[src/hdl/mm2h_pkg.sv]
package mm2h_pkg;

    localparam int unsigned WordW     = 32;
    localparam int unsigned ByteW     = 8;
    localparam int unsigned TailW     = 24;
    localparam int unsigned TailCntW  = 2;
    localparam int unsigned QueueDepthDefault = 2;

    localparam logic [WordW-1:0] MixMul = 32'h5bd1e995;
    localparam int unsigned WordShift = 24;
    localparam int unsigned FinShiftA = 13;
    localparam int unsigned FinShiftB = 15;

    localparam logic [TailCntW-1:0] CntFull = 2'd3;

    // One job for the back end: start value, an optional whole word, an
    // optional finish with its tail.
    typedef struct packed {
        logic                start;
        logic [WordW-1:0]    init;
        logic                word_valid;
        logic [WordW-1:0]    word;
        logic                last;
        logic [TailW-1:0]    tail;
        logic [TailCntW-1:0] tail_cnt;
    } t_cmd;

    typedef struct packed {
        logic full;
        logic empty;
    } t_q_stat;

    typedef enum logic [2:0] {
        ST_IDLE,
        ST_WK1,
        ST_WK2,
        ST_WH,
        ST_FT,
        ST_FA,
        ST_FO
    } t_back_state;

    typedef enum logic [2:0] {
        OP_NONE,
        OP_K,
        OP_K_SHR,
        OP_H,
        OP_H_TAIL,
        OP_H_SHR
    } t_mul_op;

    function automatic logic [WordW-1:0] mul_m(input logic [WordW-1:0] a);
        logic [WordW-1:0] p;
        p = a * MixMul;
        return p;
    endfunction

endpackage

[src/hdl/mm2h_if.sv]
interface mm2h_in_if import mm2h_pkg::*; ();
    logic                valid;
    logic                ready;
    logic [ByteW-1:0]    data_byte;
    logic                first_of_message;
    logic                last_of_message;
    logic [WordW-1:0]    msg_length;

    modport source (output valid, output data_byte, output first_of_message,
                    output last_of_message, output msg_length, input ready);
    modport sink   (input valid, input data_byte, input first_of_message,
                    input last_of_message, input msg_length, output ready);
endinterface

interface mm2h_out_if import mm2h_pkg::*; ();
    logic                valid;
    logic                ready;
    logic [WordW-1:0]    hash_value;

    modport source (output valid, output hash_value, input ready);
    modport sink   (input valid, input hash_value, output ready);
endinterface

[src/hdl/mm2h_front.sv]
module mm2h_front import mm2h_pkg::*; (
    input  logic             i_clk,
    input  logic             i_rst_n,
    input  logic             i_cfg_we,
    input  logic [WordW-1:0] i_cfg_wdata,
    mm2h_in_if.sink          i_in,
    input  t_q_stat          i_q_stat,
    output logic             o_push,
    output t_cmd             o_cmd
);

    logic [WordW-1:0]    r_seed;
    logic [TailW-1:0]    r_pend, n_pend;
    logic [TailCntW-1:0] r_cnt, n_cnt;

    logic                accept;
    logic                empty_msg;
    logic [TailW-1:0]    eff_pend;
    logic [TailCntW-1:0] eff_cnt;
    logic                word_v;
    logic [WordW-1:0]    word;

    assign i_in.ready = !i_q_stat.full;
    assign accept     = i_in.valid && i_in.ready;
    assign empty_msg  = i_in.first_of_message && i_in.last_of_message
                        && (i_in.msg_length == '0);

    always_comb begin
        eff_pend = i_in.first_of_message ? '0 : r_pend;
        eff_cnt  = i_in.first_of_message ? '0 : r_cnt;
        word_v   = 1'b0;
        word     = {i_in.data_byte, eff_pend};
        n_pend   = eff_pend;
        n_cnt    = eff_cnt;
        if (!empty_msg) begin
            if (eff_cnt == CntFull) begin
                word_v = 1'b1;
                n_pend = '0;
                n_cnt  = '0;
            end else begin
                case (eff_cnt)
                    2'd0:    n_pend = {eff_pend[23:8],  i_in.data_byte};
                    2'd1:    n_pend = {eff_pend[23:16], i_in.data_byte, eff_pend[7:0]};
                    default: n_pend = {i_in.data_byte, eff_pend[15:0]};
                endcase
                n_cnt = eff_cnt + 2'd1;
            end
        end
    end

    always_comb begin
        o_cmd.start      = i_in.first_of_message;
        o_cmd.init       = r_seed ^ i_in.msg_length;
        o_cmd.word_valid = word_v;
        o_cmd.word       = word;
        o_cmd.last       = i_in.last_of_message;
        o_cmd.tail       = n_pend;
        o_cmd.tail_cnt   = n_cnt;
        o_push = accept && (i_in.first_of_message || word_v || i_in.last_of_message);
    end

    always_ff @(posedge i_clk) begin
        if (!i_rst_n) begin
            r_seed <= '0;
            r_pend <= '0;
            r_cnt  <= '0;
        end else begin
            if (i_cfg_we) begin
                r_seed <= i_cfg_wdata;
            end
            if (accept) begin
                // drop pending bytes once a message closes
                r_pend <= i_in.last_of_message ? '0 : n_pend;
                r_cnt  <= i_in.last_of_message ? '0 : n_cnt;
            end
        end
    end

endmodule

[src/hdl/mm2h_queue.sv]
module mm2h_queue import mm2h_pkg::*; #(
    parameter int unsigned DEPTH = QueueDepthDefault
) (
    input  logic    i_clk,
    input  logic    i_rst_n,
    input  logic    i_push,
    input  t_cmd    i_cmd,
    input  logic    i_pop,
    output t_cmd    o_cmd,
    output t_q_stat o_stat
);

    localparam int unsigned PtrW = (DEPTH > 1) ? $clog2(DEPTH) : 1;
    localparam int unsigned CntW = $clog2(DEPTH + 1);
    localparam logic [PtrW-1:0] PtrLast = PtrW'(DEPTH - 1);
    localparam logic [CntW-1:0] CntMax  = CntW'(DEPTH);

    t_cmd            r_mem [DEPTH];
    logic [PtrW-1:0] r_wptr, r_rptr;
    logic [CntW-1:0] r_count;
    logic            do_push, do_pop;

    assign o_stat.full  = (r_count == CntMax);
    assign o_stat.empty = (r_count == '0);
    assign do_push = i_push && !o_stat.full;
    assign do_pop  = i_pop && !o_stat.empty;
    assign o_cmd   = r_mem[r_rptr];

    always_ff @(posedge i_clk) begin
        if (do_push) begin
            r_mem[r_wptr] <= i_cmd;
        end
    end

    always_ff @(posedge i_clk) begin
        if (!i_rst_n) begin
            r_wptr  <= '0;
            r_rptr  <= '0;
            r_count <= '0;
        end else begin
            if (do_push) begin
                r_wptr <= (r_wptr == PtrLast) ? '0 : r_wptr + 1'b1;
            end
            if (do_pop) begin
                r_rptr <= (r_rptr == PtrLast) ? '0 : r_rptr + 1'b1;
            end
            case ({do_push, do_pop})
                2'b10:   r_count <= r_count + 1'b1;
                2'b01:   r_count <= r_count - 1'b1;
                default: r_count <= r_count;
            endcase
        end
    end

endmodule

[src/hdl/mm2h_back.sv]
module mm2h_back import mm2h_pkg::*; (
    input  logic    i_clk,
    input  logic    i_rst_n,
    input  t_cmd    i_cmd,
    input  t_q_stat i_q_stat,
    output logic    o_pop,
    mm2h_out_if.source o_out
);

    t_back_state         r_state, n_state;
    logic [WordW-1:0]    r_h;
    logic [WordW-1:0]    r_k;
    logic                r_last;
    logic [TailW-1:0]    r_tail;
    logic [TailCntW-1:0] r_tail_cnt;
    logic                r_out_valid;
    logic [WordW-1:0]    r_out_hash;

    t_mul_op             mul_op;
    logic [WordW-1:0]    mul_a;
    logic [WordW-1:0]    mul_p;
    logic                out_free;

    assign out_free         = !r_out_valid || o_out.ready;
    assign o_out.valid      = r_out_valid;
    assign o_out.hash_value = r_out_hash;

    // next state
    always_comb begin
        n_state = r_state;
        case (r_state)
            ST_IDLE: begin
                if (!i_q_stat.empty) begin
                    if (i_cmd.word_valid) begin
                        n_state = ST_WK1;
                    end else if (i_cmd.last) begin
                        n_state = (i_cmd.tail_cnt != '0) ? ST_FT : ST_FA;
                    end
                end
            end
            ST_WK1: n_state = ST_WK2;
            ST_WK2: n_state = ST_WH;
            ST_WH: begin
                if (r_last) begin
                    n_state = (r_tail_cnt != '0) ? ST_FT : ST_FA;
                end else begin
                    n_state = ST_IDLE;
                end
            end
            ST_FT: n_state = ST_FA;
            ST_FA: n_state = ST_FO;
            ST_FO: begin
                if (out_free) begin
                    n_state = ST_IDLE;
                end
            end
            default: n_state = ST_IDLE;
        endcase
    end

    // outputs: pop and multiplier operand
    always_comb begin
        o_pop  = 1'b0;
        mul_op = OP_NONE;
        case (r_state)
            ST_IDLE: o_pop  = !i_q_stat.empty;
            ST_WK1:  mul_op = OP_K;
            ST_WK2:  mul_op = OP_K_SHR;
            ST_WH:   mul_op = OP_H;
            ST_FT:   mul_op = OP_H_TAIL;
            ST_FA:   mul_op = OP_H_SHR;
            default: mul_op = OP_NONE;
        endcase
    end

    always_comb begin
        case (mul_op)
            OP_K:      mul_a = r_k;
            OP_K_SHR:  mul_a = r_k ^ (r_k >> WordShift);
            OP_H:      mul_a = r_h;
            OP_H_TAIL: mul_a = r_h ^ {8'd0, r_tail};
            OP_H_SHR:  mul_a = r_h ^ (r_h >> FinShiftA);
            default:   mul_a = '0;
        endcase
        mul_p = mul_m(mul_a);
    end

    always_ff @(posedge i_clk) begin
        if (!i_rst_n) begin
            r_state     <= ST_IDLE;
            r_h         <= '0;
            r_out_valid <= 1'b0;
        end else begin
            r_state <= n_state;
            // load a new result beat, else drop the one just taken
            if ((r_state == ST_FO) && out_free) begin
                r_out_valid <= 1'b1;
            end else if (o_out.valid && o_out.ready) begin
                r_out_valid <= 1'b0;
            end
            case (r_state)
                ST_IDLE: begin
                    if (!i_q_stat.empty && i_cmd.start) begin
                        r_h <= i_cmd.init;
                    end
                end
                ST_WH:   r_h <= mul_p ^ r_k;
                ST_FT:   r_h <= mul_p;
                ST_FA:   r_h <= mul_p;
                ST_FO: begin
                    if (out_free) begin
                        r_h <= '0;
                    end
                end
                default: r_h <= r_h;
            endcase
        end
    end

    always_ff @(posedge i_clk) begin
        case (r_state)
            ST_IDLE: begin
                r_k        <= i_cmd.word;
                r_last     <= i_cmd.last;
                r_tail     <= i_cmd.tail;
                r_tail_cnt <= i_cmd.tail_cnt;
            end
            ST_WK1, ST_WK2: r_k <= mul_p;
            ST_FO: begin
                if (out_free) begin
                    r_out_hash <= r_h ^ (r_h >> FinShiftB);
                end
            end
            default: r_k <= r_k;
        endcase
    end

endmodule

[src/hdl/murmur2_byte_stream_hash.sv]
// MurmurHash2, 32-bit, over a stream of bytes, one byte per input beat. The
// first beat of a message carries its total length; the hash starts as the
// seed register XOR that length. Every fourth byte closes a little-endian word,
// and the beat marked last closes the message: leftover bytes are mixed in as
// the tail, the final avalanche runs and one result beat carries the hash. An
// empty message is a single beat with first and last set and length zero. The
// front end packs bytes into words and takes one beat per cycle while its job
// queue has room; the back end shares a single 32x32 constant multiplier
// among all its steps. A word takes a fetch plus three multiplies, so a stream
// of whole words is sustained at one byte per cycle; the first beat of a
// message adds a fetch of its own. Closing a message runs the avalanche and
// output steps after a final whole word, with a fetch first when the last job
// carries no word (and a tail step when tail bytes are mixed in); the result
// beat is registered from the output step, which waits while an earlier result
// beat is still held. Write the seed only while no message is in flight.
module murmur2_byte_stream_hash import mm2h_pkg::*; #(
    parameter int unsigned QUEUE_DEPTH = QueueDepthDefault
) (
    input  logic             i_clk,
    input  logic             i_rst_n,
    input  logic             i_cfg_we,
    input  logic [WordW-1:0] i_cfg_wdata,
    mm2h_in_if.sink          i_in,
    mm2h_out_if.source       o_out
);

    logic    push, pop;
    t_cmd    push_cmd, head_cmd;
    t_q_stat q_stat;

    // accept, classify and pack bytes into jobs
    mm2h_front u_front (
        .i_clk       (i_clk),
        .i_rst_n     (i_rst_n),
        .i_cfg_we    (i_cfg_we),
        .i_cfg_wdata (i_cfg_wdata),
        .i_in        (i_in),
        .i_q_stat    (q_stat),
        .o_push      (push),
        .o_cmd       (push_cmd)
    );

    // hold jobs so either side may stall on its own
    mm2h_queue #(
        .DEPTH (QUEUE_DEPTH)
    ) u_queue (
        .i_clk   (i_clk),
        .i_rst_n (i_rst_n),
        .i_push  (push),
        .i_cmd   (push_cmd),
        .i_pop   (pop),
        .o_cmd   (head_cmd),
        .o_stat  (q_stat)
    );

    // mix words, finish and deliver the result beat
    mm2h_back u_back (
        .i_clk    (i_clk),
        .i_rst_n  (i_rst_n),
        .i_cmd    (head_cmd),
        .i_q_stat (q_stat),
        .o_pop    (pop),
        .o_out    (o_out)
    );

endmodule

[src/flat_wrapper.sv]
// flat-port wrapper written by rule: the top's interface ports become plain ports
module murmur2_byte_stream_hash_flat import mm2h_pkg::*;
#(
    parameter int unsigned QUEUE_DEPTH = QueueDepthDefault
)
  (i_clk, i_rst_n, i_cfg_we, i_cfg_wdata, i_in_valid, i_in_data_byte, i_in_first_of_message, i_in_last_of_message, i_in_msg_length, i_in_ready, o_out_valid, o_out_hash_value, o_out_ready);
  mm2h_in_if i_in_i ();
  mm2h_out_if o_out_i ();
  input  logic i_clk;
  input  logic i_rst_n;
  input  logic i_cfg_we;
  input  logic [WordW-1:0] i_cfg_wdata;
  input wire logic [$bits(i_in_i.valid)-1:0] i_in_valid;
  input wire logic [$bits(i_in_i.data_byte)-1:0] i_in_data_byte;
  input wire logic [$bits(i_in_i.first_of_message)-1:0] i_in_first_of_message;
  input wire logic [$bits(i_in_i.last_of_message)-1:0] i_in_last_of_message;
  input wire logic [$bits(i_in_i.msg_length)-1:0] i_in_msg_length;
  output wire logic [$bits(i_in_i.ready)-1:0] i_in_ready;
  output wire logic [$bits(o_out_i.valid)-1:0] o_out_valid;
  output wire logic [$bits(o_out_i.hash_value)-1:0] o_out_hash_value;
  input wire logic [$bits(o_out_i.ready)-1:0] o_out_ready;
  assign i_in_i.valid = i_in_valid;
  assign i_in_i.data_byte = i_in_data_byte;
  assign i_in_i.first_of_message = i_in_first_of_message;
  assign i_in_i.last_of_message = i_in_last_of_message;
  assign i_in_i.msg_length = i_in_msg_length;
  assign i_in_ready = i_in_i.ready;
  assign o_out_valid = o_out_i.valid;
  assign o_out_hash_value = o_out_i.hash_value;
  assign o_out_i.ready = o_out_ready;
  murmur2_byte_stream_hash #(.QUEUE_DEPTH(QUEUE_DEPTH)) u_core (.i_clk(i_clk), .i_rst_n(i_rst_n), .i_cfg_we(i_cfg_we), .i_cfg_wdata(i_cfg_wdata), .i_in(i_in_i), .o_out(o_out_i));
endmodule
[config.mk]
export PLATFORM = sky130hd
export DESIGN_NAME = murmur2_byte_stream_hash_flat
export DESIGN_NICKNAME = d
export VERILOG_FILES = /design/src/hdl/mm2h_pkg.sv /design/src/hdl/mm2h_if.sv /design/src/hdl/mm2h_front.sv /design/src/hdl/mm2h_queue.sv /design/src/hdl/mm2h_back.sv /design/src/hdl/murmur2_byte_stream_hash.sv /design/src/flat_wrapper.sv
export SDC_FILE = /design/constraint.sdc
export NUM_CORES = 1
export LEC_CHECK = 0
export BUFFER_PORTS_ARGS = -buffer_cell sky130_fd_sc_hd__buf_2
export CORE_MARGIN = 1
export CORE_UTILIZATION = 45
export DETAILED_ROUTE_END_ITERATION = 10
export GPL_ROUTABILITY_DRIVEN = 1
export PLACE_DENSITY = 0.66
export SYNTH_ARGS = -nofsm -noshare
export SYNTH_HDL_FRONTEND = slang
export SYNTH_SLANG_ARGS = --single-unit
[constraint.sdc]
create_clock -name i_clk -period 14.5 [get_ports i_clk]
set_input_delay 2.9 -clock i_clk [delete_from_list [all_inputs] [get_ports i_clk]]
set_output_delay 2.9 -clock i_clk [all_outputs]
set_load 0.01 [all_outputs]
==> results.json <==
{
  "syn_nets": 2737,
  "wirelength_mm": 71.4,
  "ys_ff_latch": 376,
  "crit_top_cell": "fa_1",
  "grt-ovfl-total": 0,
  "grt_use_total_pct": 25.2,
  "die_w_um": 240,
  "critPathMaxStageDelay_ps": 710,
  "hpwl_mm": 53.7,
  "post_cts_resized": 0,
  "cts_max_level": 2,
  "ys_seq_area_share_pct": 40.5,
  "routedWlPerCell_um": 22.8,
  "critical_path.top_delay_family": "adder cells",
  "finalCritPeriodShare_pct": 65.2,
  "cts_tree": "built",
  "critPathLaunchType": "flop",
  "seq_area_um2": 10300,
  "multi_input_area_um2": 13500,
  "clock-sinks": 376,
  "ant_nets": 0,
  "post_cts_buffers": 0,
  "core_area_um2": 55500,
  "grt_antenna_before_repair": 3,
  "critPathMaxFanout": 39,
  "required_ps": 14880,
  "die_h_um": 240,
  "netlist_top_cells_area": "edfxtp_1 33%, fa_1 14%, ha_1 11%",
  "period_minus_slack_ps": 9450,
  "ys_types": 66,
  "antennaDiodeCount": 0,
  "synth_ff_type": "edfxtp_1",
  "clk_path_buf_depth": 3,
  "syn_area_per_cell_um2": 11.3,
  "outcome": "finished clean",
  "path_buf_inv": 9,
  "synth_edf_count": 277,
  "drive_above_1_share_pct": 11.9,
  "synthCells": 2257,
  "cpMaxStageDelayCell": "a211oi_1",
  "fmax_mhz": 106,
  "die_area_um2": 57500,
  "skew_ps": 23.2,
  "crit_path_end_kind": "flop",
  "area_growth_syn_to_layout_pct": 10.4,
  "vias": 17400,
  "yosys.area.top_type": "edfxtp_1",
  "syn_area_um2": 25500,
  "layout.nets": 2831,
  "first_global_vias": 17900,
  "numPortBuffers": 112,
  "cts-buffers-inserted": 37,
  "hp-class": "reg2reg",
  "relSlewSlack_pct": 16.9,
  "gp_congestion": 0.964,
  "grt_pass1_wl_mm": 108,
  "async_flop_share_pct": 0,
  "drtIter0Drc": 1691,
  "maxSlewViolCount": 0,
  "setup_viol": 0,
  "drcViolationCount": 0,
  "critical_path_class": "reg2reg",
  "max-cap-violations": 0,
  "ioPinCount": 113,
  "cts-root-buf": "clkbuf_16",
  "initial_core_util_pct": 45.9,
  "rsz0062_at_grt": "no",
  "yosys_warnings": 0,
  "rows": 86,
  "grt_max_degree": 75,
  "fillers": 4930,
  "first_pass_iters": 6,
  "setup_tns_ps": 0,
  "synth_top_area_share_pct": 32.7,
  "crit_arrival_ps": 9830,
  "hold_buffers": 0,
  "tightest_slew_ps": 1240,
  "vias_per_cell": 5.55,
  "clk_pin_slew_worst_paths_ps": 60,
  "clock_latency_ps": 550,
  "final_hold_viol_count": 0
}
cells in the final DEF, fill, tap and decap left out, drive strengths merged, types with 9 or more instances in the layout:
cell,n
inv,371
edfxtp,277
ha,220
fa,181
nor2,162
buf,144
dfxtp,99
mux2i,89
a22oi,81
xor2,80
xnor2,78
a21oi,75
o21ai,70
nand2,66
mux2,61
clkbuf,50
nor2b,48
a211oi,23
nand2b,20
o211ai,13
a21o,12
nor3,12
nor4,11
clkinv,11
a22o,9
nand3,9
stage by stage:
step / hold slack (ps) / setup WS (ps) / util (%) / area, µm² / std cells
final: 516 / 5050 / 50.6 / 28100 / 3128
after floorplan: 406 / 5740 / - / 25500 / 2257
after global placement: 496 / 5200 / 48.4 / 26900 / 3060
after global routing: 536 / 4770 / 50.6 / 28100 / 3128
after detailed placement: 504 / 5190 / 48.4 / 26900 / 3060
after CTS: 522 / 5140 / 50.6 / 28100 / 3128
logic make-up (layout without fill, tap and decap cells):
kind of cell | count (synthesis) | count (layout) | share of synthesized area [%]
and+or+nand+nor | 352 | 352 | 6.35
DFF | 376 | 376 | 40.5
adders and majority gates | 401 | 401 | 25.0
AOI/OAI and AO/OA | 360 | 360 | 9.54
buffers and inverters | 459 | 582 | 6.88
muxes | 150 | 150 | 6.20
xor gates and xnor gates | 159 | 159 | 5.52
synth_stat cells (66+ instances only):
cell type  count
xor2_1        80
fa_1         181
nand2_1       66
mux2i_1       89
dfxtp_1       99
a21oi_1       75
nor2_1       162
xnor2_1       78
o21ai_0       68
a22oi_1       81
edfxtp_1     277
inv_1        369
ha_1         220
flip-flops by register name (all words and copies together), names as in the netlist, named ones only:
signal / cells
u_core.u_back.r_h: 32
u_core.u_back.o_out.valid: 1
u_core.u_back.r_state: 3
u_core.u_back.r_tail_cnt: 2
u_core.u_front.r_seed: 32
u_core.u_back.r_last: 1
u_core.u_queue.r_mem: 186
u_core.u_back.o_out.hash_value: 32
u_core.u_queue.r_rptr: 1
u_core.u_back.r_k: 32
u_core.u_queue.r_count: 2
u_core.u_queue.r_wptr: 1
u_core.u_front.r_pend: 24
u_core.u_front.r_cnt: 2
u_core.u_back.r_tail: 24
cell type report:
cell class	count	area share, %
timing repair buffer	144	2.85
sequential	376	36.7
clock buffer	50	3.65
tap	748	3.33
multi-input combinational	1422	47.9
inverter	370	4.94
clock inverter	18	0.650
metal layers:
| metal | track usage [%] | wire (µm) | up-vias |
|---|---|---|---|
| met1 | 32.9 | 29700 | 8587 |
| met4 | 11.0 | 3220 | 0 |
| li1 | - | - | 7889 |
| met2 | 41.8 | 33900 | 714 |
| met5 | 0 | 0 | - |
| met3 | 3.51 | 4530 | 175 |
worst min-delay path: cells and delay by family, from the launching register on:
| family | cells | cell delay, ps |
|---|---|---|
| XOR/XNOR | 1 | 90 |
| flip-flops | 1 | 320 |
| AND/OR/NAND/NOR | 1 | 80 |
worst paths after layout:
path	startpoint	end	slack, ps	depth (start not counted)
worst min-delay path	u_core.u_queue.r_rptr	u_core.u_queue.r_rptr	520	2
worst min register to register	u_core.u_queue.r_rptr	u_core.u_queue.r_rptr	520	2
worst max register to register	u_core.u_back.r_state[1]	u_core.u_back.r_k[28]	5050	32
worst max-delay path	u_core.u_back.r_state[1]	u_core.u_back.r_k[28]	5050	32
Power is left out: the tool's default activity adds up to more than one toggle a clock period on the data nets, which glitch-free logic cannot reach.
